File: config.mk
export PLATFORM = sky130hd
export DESIGN_NAME = sequential_list_engine_top
export DESIGN_NICKNAME = d
export VERILOG_FILES = /design/src/hdl/sle_pkg.sv /design/src/hdl/sle_front.sv /design/src/hdl/sle_back.sv /design/src/hdl/sequential_list_engine_top.sv
export VERILOG_INCLUDE_DIRS = /design/src /design/src/hdl
export SDC_FILE = /design/constraint.sdc
export NUM_CORES = 2
export LEC_CHECK = 0
export ABC_CLOCK_PERIOD_IN_PS = 7100
export BUFFER_PORTS_ARGS = -buffer_cell sky130_fd_sc_hd__buf_4
export CELL_PAD_IN_SITES_DETAIL_PLACEMENT = 0
export CELL_PAD_IN_SITES_GLOBAL_PLACEMENT = 1
export CORE_MARGIN = 4
export CORE_UTILIZATION = 51
export CTS_BUF_LIST = sky130_fd_sc_hd__clkbuf_4 sky130_fd_sc_hd__clkbuf_8
export DETAILED_ROUTE_END_ITERATION = 10
export PLACE_DENSITY = 0.79
export SLEW_MARGIN = 25
export SYNTH_ARGS = -nofsm -noshare
export SYNTH_HDL_FRONTEND = slang
export SYNTH_MEMORY_MAX_BITS = 65536
export SYNTH_SLANG_ARGS = --single-unit
File: constraint.sdc
create_clock -name clk -period 7.1 [get_ports clk]
set_clock_uncertainty 0.15 [all_clocks]
set_input_delay 0.71 -clock clk [delete_from_list [all_inputs] [get_ports clk]]
set_output_delay 0.71 -clock clk [all_outputs]
set_load 0.005 [all_outputs]
File: src/hdl/sequential_list_engine_top_defines.svh
// Assertion macros for the list engine.
`ifndef SEQUENTIAL_LIST_ENGINE_TOP_DEFINES_SVH
`define SEQUENTIAL_LIST_ENGINE_TOP_DEFINES_SVH
// Check that a condition implies a consequence on the same edge.
`define SLE_ASSERT_IMP(lbl, a, b) \
  lbl: assert property (@(posedge clk) disable iff (!rst_n) (a) |-> (b)) else $error("lbl");
// Check that a condition implies a consequence on the next edge.
`define SLE_ASSERT_NXT(lbl, a, b) \
  lbl: assert property (@(posedge clk) disable iff (!rst_n) (a) |=> (b)) else $error("lbl");
`endif

File: src/hdl/sle_pkg.sv
`timescale 1ns / 1ps
`default_nettype none
package sle_pkg;
  typedef enum logic [3:0] {
    CMD_APPEND = 4'd0, CMD_INSERT_AT = 4'd1, CMD_REMOVE_FIRST = 4'd2,
    CMD_REMOVE_AT = 4'd3, CMD_REMOVE_ALL = 4'd4, CMD_REVERSE = 4'd5,
    CMD_INS_AFTER_FIRST = 4'd6, CMD_INS_AFTER_ALL = 4'd7, CMD_READ = 4'd8
  } cmd_t;
  typedef enum logic [1:0] {
    ST_OK = 2'd0, ST_NOKEY = 2'd1, ST_FULL = 2'd2, ST_BADPOS = 2'd3
  } status_t;
  typedef enum logic [3:0] {
    S_IDLE, S_CHECK, S_SCAN, S_SCAN_WAIT, S_DECIDE, S_SHIFT, S_RD_WAIT,
    S_WALK, S_WALK_WR, S_COPY, S_COPY_WR, S_REV, S_REV_B, S_REV_WR, S_REV_TAIL,
    S_DONE
  } state_t;
  typedef struct packed {
    logic [3:0]  cmd;
    logic [6:0]  position;
    logic [31:0] key;
    logic [31:0] value;
  } item_t;
  typedef struct packed {
    logic [1:0]  status;
    logic [6:0]  count;
    logic [31:0] read_value;
  } result_t;
endpackage
`default_nettype wire

File: src/hdl/sle_front.sv
`timescale 1ns / 1ps
`default_nettype none
// Accept command beats and hold them in a two-entry queue.
module sle_front (
  input  wire logic          clk,
  input  wire logic          rst_n,
  input  wire logic          in_valid,
  output logic               in_ready,
  input  wire sle_pkg::item_t in_item,
  output logic               q_valid,
  input  wire logic          q_pop,
  output sle_pkg::item_t     q_item
);
  import sle_pkg::*;
  item_t      buf_r [2];
  logic       wp_r, wp_nxt, rp_r, rp_nxt;
  logic [1:0] cnt_r, cnt_nxt;
  logic       push;

  assign in_ready = (cnt_r != 2'd2);
  assign push     = in_valid && in_ready;
  assign q_valid  = (cnt_r != 2'd0);
  assign q_item   = buf_r[rp_r];

  always_comb begin
    wp_nxt  = wp_r ^ push;
    rp_nxt  = rp_r ^ (q_pop && q_valid);
    cnt_nxt = cnt_r + {1'b0, push} - {1'b0, q_pop && q_valid};
  end

  always_ff @(posedge clk) begin
    if (!rst_n) begin
      wp_r <= 1'b0; rp_r <= 1'b0; cnt_r <= 2'd0;
    end else begin
      wp_r <= wp_nxt; rp_r <= rp_nxt; cnt_r <= cnt_nxt;
    end
  end

  always_ff @(posedge clk) begin
    if (push) buf_r[wp_r] <= in_item;
  end
endmodule
`default_nettype wire

File: src/hdl/sle_back.sv
`timescale 1ns / 1ps
`default_nettype none
// Execute one command against the element memory with a small sequencer.
module sle_back #(
  parameter int DEPTH      = 64,
  parameter int DATA_WIDTH = 32
) (
  input  wire logic            clk,
  input  wire logic            rst_n,
  input  wire logic            q_valid,
  output logic                 q_pop,
  input  wire sle_pkg::item_t  q_item,
  output logic                 res_valid,
  input  wire logic            res_ready,
  output sle_pkg::result_t     res
);
  import sle_pkg::*;
  localparam int AW = $clog2(DEPTH);
  localparam int CW = $clog2(DEPTH + 1);
  localparam int PW = 7;
  localparam int HW = CW + 1;

  logic [DATA_WIDTH-1:0] mem [DEPTH];
  logic [DATA_WIDTH-1:0] scr [DEPTH];
  logic [DATA_WIDTH-1:0] rd_q, srd_q;

  state_t                state_r, state_nxt;
  item_t                 it_r, it_nxt;
  logic [CW-1:0]         cnt_r, cnt_nxt;
  logic [CW-1:0]         i_r, i_nxt, j_r, j_nxt;
  logic [HW-1:0]         hits_r, hits_nxt;
  logic                  found_r, found_nxt;
  logic [CW-1:0]         fidx_r, fidx_nxt;
  logic [1:0]            st_r, st_nxt;
  logic [DATA_WIDTH-1:0] rv_r, rv_nxt, tmp_r, tmp_nxt;
  logic                  ins_r, ins_nxt;
  logic                  rvalid_r, rvalid_nxt;

  logic                  mwe, swe;
  logic [AW-1:0]         mwa, mra, swa, sra;
  logic [DATA_WIDTH-1:0] mwd, swd;

  logic [DATA_WIDTH-1:0] keyw, valw;
  logic [PW-1:0]         pos;
  logic [CW:0]           cnt_ext;
  assign keyw    = DATA_WIDTH'(signed'(it_r.key));
  assign valw    = DATA_WIDTH'(signed'(it_r.value));
  assign pos     = it_r.position;
  assign cnt_ext = {1'b0, cnt_r};

  assign res_valid      = rvalid_r;
  assign res.status     = st_r;
  assign res.count      = PW'(cnt_r);
  assign res.read_value = 32'(signed'(rv_r));

  always_ff @(posedge clk) begin
    if (mwe) mem[mwa] <= mwd;
    rd_q <= mem[mra];
    if (swe) scr[swa] <= swd;
    srd_q <= scr[sra];
  end

  always_comb begin
    state_nxt = state_r; it_nxt = it_r; cnt_nxt = cnt_r;
    i_nxt = i_r; j_nxt = j_r; hits_nxt = hits_r; found_nxt = found_r;
    fidx_nxt = fidx_r; st_nxt = st_r; rv_nxt = rv_r; tmp_nxt = tmp_r;
    ins_nxt = ins_r; rvalid_nxt = rvalid_r;
    q_pop = 1'b0;
    mwe = 1'b0; mwa = '0; mwd = valw; mra = AW'(i_r);
    swe = 1'b0; swa = AW'(j_r); swd = rd_q; sra = AW'(i_r);
    if (rvalid_r && res_ready) rvalid_nxt = 1'b0;
    case (state_r)
      S_IDLE: begin
        if (q_valid && !rvalid_r) begin
          q_pop = 1'b1; it_nxt = q_item; state_nxt = S_CHECK;
          st_nxt = ST_OK; rv_nxt = '0; i_nxt = '0; j_nxt = '0;
          hits_nxt = '0; found_nxt = 1'b0;
        end
      end
      S_CHECK: begin
        state_nxt = S_DONE;
        case (it_r.cmd)
          CMD_APPEND, CMD_INSERT_AT: begin
            if (it_r.cmd == CMD_INSERT_AT &&
                (pos == '0 || (CW + 1)'(pos) > cnt_ext + 1'b1)) st_nxt = ST_BADPOS;
            else if (cnt_ext >= (CW + 1)'(DEPTH)) st_nxt = ST_FULL;
            else begin
              fidx_nxt = (it_r.cmd == CMD_APPEND) ? cnt_r : CW'(pos - 1'b1);
              i_nxt = cnt_r; ins_nxt = 1'b1; state_nxt = S_SHIFT;
            end
          end
          CMD_REMOVE_AT, CMD_READ: begin
            if (pos == '0 || (CW + 1)'(pos) > cnt_ext) st_nxt = ST_BADPOS;
            else begin
              fidx_nxt = CW'(pos - 1'b1); i_nxt = CW'(pos - 1'b1);
              ins_nxt = 1'b0;
              state_nxt = (it_r.cmd == CMD_READ) ? S_RD_WAIT : S_SHIFT;
            end
          end
          CMD_REMOVE_FIRST, CMD_INS_AFTER_FIRST, CMD_INS_AFTER_ALL,
          CMD_REMOVE_ALL: begin
            state_nxt = (cnt_r == '0) ? S_DECIDE : S_SCAN;
          end
          CMD_REVERSE: begin
            j_nxt = cnt_r - 1'b1;
            state_nxt = (cnt_r < CW'(2)) ? S_DONE : S_REV;
          end
          default: state_nxt = S_DONE;
        endcase
      end
      S_SCAN: begin
        mra = AW'(i_r); state_nxt = S_SCAN_WAIT;
      end
      S_SCAN_WAIT: begin
        if (rd_q == keyw) begin
          hits_nxt = hits_r + 1'b1;
          if (!found_r) begin found_nxt = 1'b1; fidx_nxt = i_r; end
        end
        if (it_r.cmd == CMD_REMOVE_ALL) begin
          if (rd_q != keyw) begin
            swe = 1'b1; swa = AW'(j_r); swd = rd_q; j_nxt = j_r + 1'b1;
          end
        end else if (it_r.cmd == CMD_INS_AFTER_ALL) begin
          swe = 1'b1; swa = AW'(j_r); swd = rd_q;
          if (rd_q == keyw) begin
            ins_nxt = 1'b1; tmp_nxt = valw;
          end
          j_nxt = j_r + 1'b1;
        end
        i_nxt = i_r + 1'b1;
        state_nxt = S_SCAN;
        if (it_r.cmd == CMD_INS_AFTER_ALL && rd_q == keyw) state_nxt = S_WALK_WR;
        else if (i_r + 1'b1 == cnt_r) state_nxt = S_DECIDE;
        if ((it_r.cmd == CMD_REMOVE_FIRST || it_r.cmd == CMD_INS_AFTER_FIRST)
            && rd_q == keyw && !found_r) state_nxt = S_DECIDE;
      end
      S_WALK_WR: begin
        if ({1'b0, j_r} < (CW + 1)'(DEPTH)) begin
          swe = 1'b1; swa = AW'(j_r); swd = tmp_r;
        end
        j_nxt = j_r + 1'b1;
        state_nxt = (i_r == cnt_r) ? S_DECIDE : S_SCAN;
      end
      S_DECIDE: begin
        state_nxt = S_DONE;
        if (hits_r == '0) st_nxt = ST_NOKEY;
        else case (it_r.cmd)
          CMD_REMOVE_FIRST: begin
            i_nxt = fidx_r; ins_nxt = 1'b0; state_nxt = S_SHIFT;
          end
          CMD_INS_AFTER_FIRST: begin
            if (cnt_ext >= (CW + 1)'(DEPTH)) st_nxt = ST_FULL;
            else begin
              fidx_nxt = fidx_r + 1'b1; i_nxt = cnt_r; ins_nxt = 1'b1;
              state_nxt = S_SHIFT;
            end
          end
          CMD_REMOVE_ALL: begin
            cnt_nxt = CW'(j_r); i_nxt = '0; state_nxt = S_COPY;
            if (j_r == '0) state_nxt = S_DONE;
          end
          CMD_INS_AFTER_ALL: begin
            if ((CW + 2)'(cnt_r) + (CW + 2)'(hits_r) > (CW + 2)'(DEPTH))
              st_nxt = ST_FULL;
            else begin cnt_nxt = CW'(j_r); i_nxt = '0; state_nxt = S_COPY; end
          end
          default: state_nxt = S_DONE;
        endcase
      end
      S_COPY: begin
        sra = AW'(i_r); state_nxt = S_COPY_WR;
      end
      S_COPY_WR: begin
        mwe = 1'b1; mwa = AW'(i_r); mwd = srd_q; i_nxt = i_r + 1'b1;
        state_nxt = (i_r + 1'b1 == cnt_r) ? S_DONE : S_COPY;
      end
      S_SHIFT: begin
        // insert walks down from the tail, remove walks up from the hole
        if (ins_r) begin
          if (i_r == fidx_r) begin
            mwe = 1'b1; mwa = AW'(fidx_r); mwd = valw;
            cnt_nxt = cnt_r + 1'b1; state_nxt = S_DONE;
          end else begin
            mra = AW'(i_r - 1'b1); state_nxt = S_WALK;
          end
        end else begin
          if (i_r + 1'b1 >= cnt_r) begin
            cnt_nxt = cnt_r - 1'b1; state_nxt = S_DONE;
          end else begin
            mra = AW'(i_r + 1'b1); state_nxt = S_WALK;
          end
        end
      end
      S_WALK: begin
        mwe = 1'b1; mwa = AW'(i_r); mwd = rd_q;
        i_nxt = ins_r ? i_r - 1'b1 : i_r + 1'b1;
        state_nxt = S_SHIFT;
      end
      S_RD_WAIT: state_nxt = S_COPY_WR;
      S_REV: begin
        mra = AW'(i_r); state_nxt = S_REV_B;
      end
      S_REV_B: begin
        tmp_nxt = rd_q; mra = AW'(j_r); state_nxt = S_REV_WR;
      end
      S_REV_WR: begin
        mwe = 1'b1; mwa = AW'(i_r); mwd = rd_q;
        state_nxt = S_REV_TAIL;
      end
      S_REV_TAIL: begin
        // second half of the swap, then move both ends inward
        mwe = 1'b1; mwa = AW'(j_r); mwd = tmp_r;
        i_nxt = i_r + 1'b1; j_nxt = j_r - 1'b1;
        state_nxt = (i_r + 1'b1 < j_r - 1'b1) ? S_REV : S_DONE;
      end
      S_DONE: begin
        if (!rvalid_r) begin rvalid_nxt = 1'b1; state_nxt = S_IDLE; end
      end
      default: state_nxt = S_IDLE;
    endcase
    // read data path
    if (state_r == S_COPY_WR && it_r.cmd == CMD_READ) begin
      mwe = 1'b0; rv_nxt = rd_q; state_nxt = S_DONE;
    end
  end

  always_ff @(posedge clk) begin
    if (!rst_n) begin
      state_r <= S_IDLE; cnt_r <= '0; rvalid_r <= 1'b0; ins_r <= 1'b0;
    end else begin
      state_r <= state_nxt; cnt_r <= cnt_nxt; rvalid_r <= rvalid_nxt;
      ins_r <= ins_nxt;
    end
  end

  always_ff @(posedge clk) begin
    it_r <= it_nxt; i_r <= i_nxt; j_r <= j_nxt; hits_r <= hits_nxt;
    found_r <= found_nxt; fidx_r <= fidx_nxt; st_r <= st_nxt;
    rv_r <= rv_nxt; tmp_r <= tmp_nxt;
  end
endmodule
`default_nettype wire

File: src/hdl/sequential_list_engine_top.sv
`timescale 1ns / 1ps
`default_nettype none
// Packed list engine: each command beat on in_ returns one result beat on
// out_ with a status, the new count and the value read. A two-entry queue
// takes beats while the sequencer works on the memory; the next command
// starts only once the previous result beat has left. Every memory read goes
// through a registered read port; remove-all and insert-after-all scan the
// list, then copy it back through a scratch memory.
module sequential_list_engine_top #(
  parameter int DEPTH      = 64,
  parameter int DATA_WIDTH = 32
) (
  input  wire logic        clk,
  input  wire logic        rst_n,
  input  wire logic        in_tvalid,
  output logic             in_tready,
  // cmd[3:0], position[10:4], key[42:11], value[74:43], zero fill
  input  wire logic [79:0] in_tdata,
  output logic             out_tvalid,
  input  wire logic        out_tready,
  // status[1:0], count[8:2], read_value[40:9], zero fill
  output logic [47:0]      out_tdata
);
  import sle_pkg::*;
  `include "sequential_list_engine_top_defines.svh"

  item_t   in_item, q_item;
  result_t res;
  logic    q_valid, q_pop;

  assign in_item.cmd      = in_tdata[3:0];
  assign in_item.position = in_tdata[10:4];
  assign in_item.key      = in_tdata[42:11];
  assign in_item.value    = in_tdata[74:43];

  sle_front u_front (
    .clk, .rst_n, .in_valid(in_tvalid), .in_ready(in_tready),
    .in_item, .q_valid, .q_pop, .q_item
  );

  sle_back #(.DEPTH(DEPTH), .DATA_WIDTH(DATA_WIDTH)) u_back (
    .clk, .rst_n, .q_valid, .q_pop, .q_item,
    .res_valid(out_tvalid), .res_ready(out_tready), .res
  );

  assign out_tdata = {7'd0, res.read_value, res.count, res.status};

  `SLE_ASSERT_IMP(a_count_range, out_tvalid, out_tdata[8:2] <= 7'(DEPTH))
  `SLE_ASSERT_NXT(a_hold, out_tvalid && !out_tready, out_tvalid && $stable(out_tdata))
  `SLE_ASSERT_IMP(a_pop_has_item, q_pop, q_valid)
endmodule
`default_nettype wire

==> flow_summary.json <==
{
  "power.internal_mw": 54.6,
  "power.density_nw_per_um2": 432,
  "htreeDepth": 6,
  "grt_start_max_net_pins": 118,
  "grt_pass1_vias": 101000,
  "cap_violations": 0,
  "grtUsageTotal_pct": 26.6,
  "path_delay_family": "simple AND/OR/NAND/NOR gates",
  "clock_path_buffers": 4,
  "min_period_ps": 6350,
  "hold_slack_ps": 105,
  "syn_to_final_growth_pct": 12.8,
  "async_flop_share_pct": 0,
  "syn_inst": 10500,
  "wire_per_inst_microns": 29.9,
  "firstDrtPassIters": 8,
  "grt_overflow": 0,
  "worstPathCellList": "buf_4, inv_6, xnor2_1, ha_1, and4_1, o21a_1, a21boi_4, a221oi_1, a311oi_4, nor2_4, buf_4, nand4b_1, o2111ai_1, or4_1, nor4_2",
  "pre_cts_slack_ps": 936,
  "critPathMaxFanout": 27,
  "synth_area_leader_cell": "edfxtp_1",
  "setup_viol": 0,
  "comb_power_share_pct": 36.2,
  "p_leak_nw": 66.6,
  "clk_pin_slew_ps": 60,
  "cts_resized": 0,
  "fmax_mhz": 158,
  "root_buffer": "clkbuf_8",
  "via_per_inst": 6.26,
  "crit_slowest_cell": "a311oi_4",
  "hold_viol_final": 0,
  "antenna_found_initial": 17,
  "layout.nets": 11300,
  "power_mw": 86.9,
  "relSlewSlack_pct": 25.0,
  "synth.top_cells.by_count": "edfxtp_1, nand2_1, mux2i_1, a21oi_1, nand3_1",
  "ys_warn_count": 0,
  "synth_edf_count": 4417,
  "wirelength_microns": 487000,
  "rows": 216,
  "crit_path_start_kind": "flip-flop",
  "num_io_pins": 134,
  "yosysTopAreaCellShare_pct": 74.4,
  "cts_setup_buffers": 0,
  "crit_required_ps": 8020,
  "drive_above_1_share_pct": 19.8,
  "cts_tree": "yes",
  "cts_sinks": 4498,
  "drt_iter0_markers": 12900,
  "drc_errors": 0,
  "cpMostUsedCell": "buf_4",
  "netlist_area_sq_um": 178000,
  "die_h_microns": 599,
  "yosysSeqAreaShare_pct": 75.3,
  "hold_buffers": 110,
  "crit_buf_inv": 3,
  "worst_pin_slew_ps": 1120,
  "die_x_microns": 599,
  "yosysMostFrequentCell": "edfxtp_1",
  "r2r_slack_ps": 750,
  "yosys.cell_types.count": 88,
  "post-dp-hpwl_microns": 275000,
  "gp_congestion": 0.877,
  "synth_top_flop_cell": "edfxtp_1",
  "rsz0062_at_grt": "no",
  "slew_viol_final": 0,
  "die-area_sq_um": 359000,
  "initial_utilization_pct": 51.3,
  "critPathMaxStageDelay_ps": 810,
  "power_switching_mw": 32.3,
  "setup_tns_ps": 0,
  "hold_path_class": "in2reg",
  "avgSynthCellArea_sq_um": 17.0,
  "max-vdd-ir-drop_uv": 465,
  "utilization_pct": 57.9,
  "switching_share_pct": 37.2,
  "power_frac_seq_pct": 40.0,
  "io_buffers": 121,
  "arrival_ps": 7270,
  "synthTopCellsByArea": "edfxtp_1, mux2i_1, mux4_2, nand2_1, o221ai_1",
  "cts_made_buffers": 682,
  "core_area_sq_um": 347000,
  "clkPwrFrac_pct": 23.8,
  "clock_latency_ps": 1200,
  "endpoint_kind": "flip-flop",
  "ys_seq_elements": 4498,
  "via_count": 102000,
  "finalCritPeriodShare_pct": 89.4,
  "grt_pass1_wl_microns": 694000,
  "critPathKind": "reg2reg",
  "ant_nets": 0,
  "setup_ws_ps": 751,
  "run_status": "completed"
}
==> power by group through the flow <==
stage / combinational, mW / clock, mW / sequential, mW
after global placement: 30.2 / 0 / 35.3
after global routing: 33.2 / 22.2 / 34.8
after floorplan: 19.5 / 0 / 34.8
final: 31.4 / 20.7 / 34.8
after CTS: 31.1 / 20.9 / 34.8
after detailed placement: 31.0 / 0 / 35.3
==> per-stage QoR <==
stage / cells / cell area, sq um
CTS: 16300 / 201000
floorplan: 10500 / 178000
detailed placement: 15000 / 187000
finish: 16300 / 201000
global placement: 14900 / 187000
global route: 16300 / 201000
==> cells in the final DEF, fill, tap and decap left out, drive strengths merged, types with 41 or more instances in the layout <==
cell type    Yosys  routed
o22ai          166     166
ha              50      50
nand2         1181    1181
nor2           301     301
o21ai           42      42
mux2i          893     893
a21oi          421     421
o221ai         241     241
dfxtp           81      81
nand3          394     394
xnor2           71      71
buf            301     529
clkbuf         370     952
mux2           174     174
a31oi           41      41
a22oi           46      46
a211oi          52      52
nor3            83      83
and3            79      79
and2           101     101
a221oi         100     100
nand4b          61      61
mux4           337     337
clkinv           2     218
dlygate4sd3      0     110
inv             32      59
edfxtp        4417    4417
==> final cells by class <==
type | count | area [sq um]
clock inverter | 272 | 1550
sequential | 4498 | 134000
antenna | 10 | 25.0
timing repair buffer | 639 | 5730
clock buffer | 952 | 11600
inverter | 34 | 133
fill | 25400 | 146000
tap | 4578 | 5730
multi-input combinational | 5323 | 42100
==> routing by layer <==
metal,wire length (microns),up-vias,global-route usage (%)
met1,181000,52300,34.7
met3,44600,1027,4.78
met2,235000,5447,43.2
li1,-,43300,-
met4,26300,6,13.4
met5,42,-,0
==> flip-flops by register name, summed over array words and instances, names as in the netlist, 4 cells and up <==
signal and flops:
u_back.i_r 7, u_back.hits_r 8, u_back.scr 2048, u_back.pos 7, u_back.state_r 4, u_back.fidx_r 7
u_back.tmp_r 32, u_back.it_r 4, u_back.valw 32, u_back.cnt_r 7, u_back.mem 2048, u_back.j_r 7
u_back.keyw 32, u_front.buf_r 150, u_back.srd_q 32, u_back.rv_r 32, u_back.rd_q 32
==> path summary, 6_finish.rpt <==
path,depth (start not counted),from,end
worst max-delay path,15,u_back.i_r[3],u_back.rd_q[6]
worst min-delay path,2,in_tdata[38],u_front.buf_r[0][59]
worst max register to register,15,u_back.i_r[3],u_back.rd_q[6]
worst min register to register,1,u_front.buf_r[1][47],u_back.keyw[15]
==> kinds of logic after synthesis <==
| family | count (synthesis) | synth area share [%] |
|---|---|---|
| AOI/OAI and AO/OA | 1412 | 5.63 |
| xor gates and xnor gates | 96 | 0.472 |
| adders and majority gates | 51 | 0.362 |
| buffers and inverters | 705 | 1.83 |
| DFF | 4498 | 75.3 |
| muxes | 1404 | 10.4 |
| other | 1 | 0.00210 |
| and+or+nand+nor | 2353 | 6.05 |
Power figures use the tool's default switching activity.
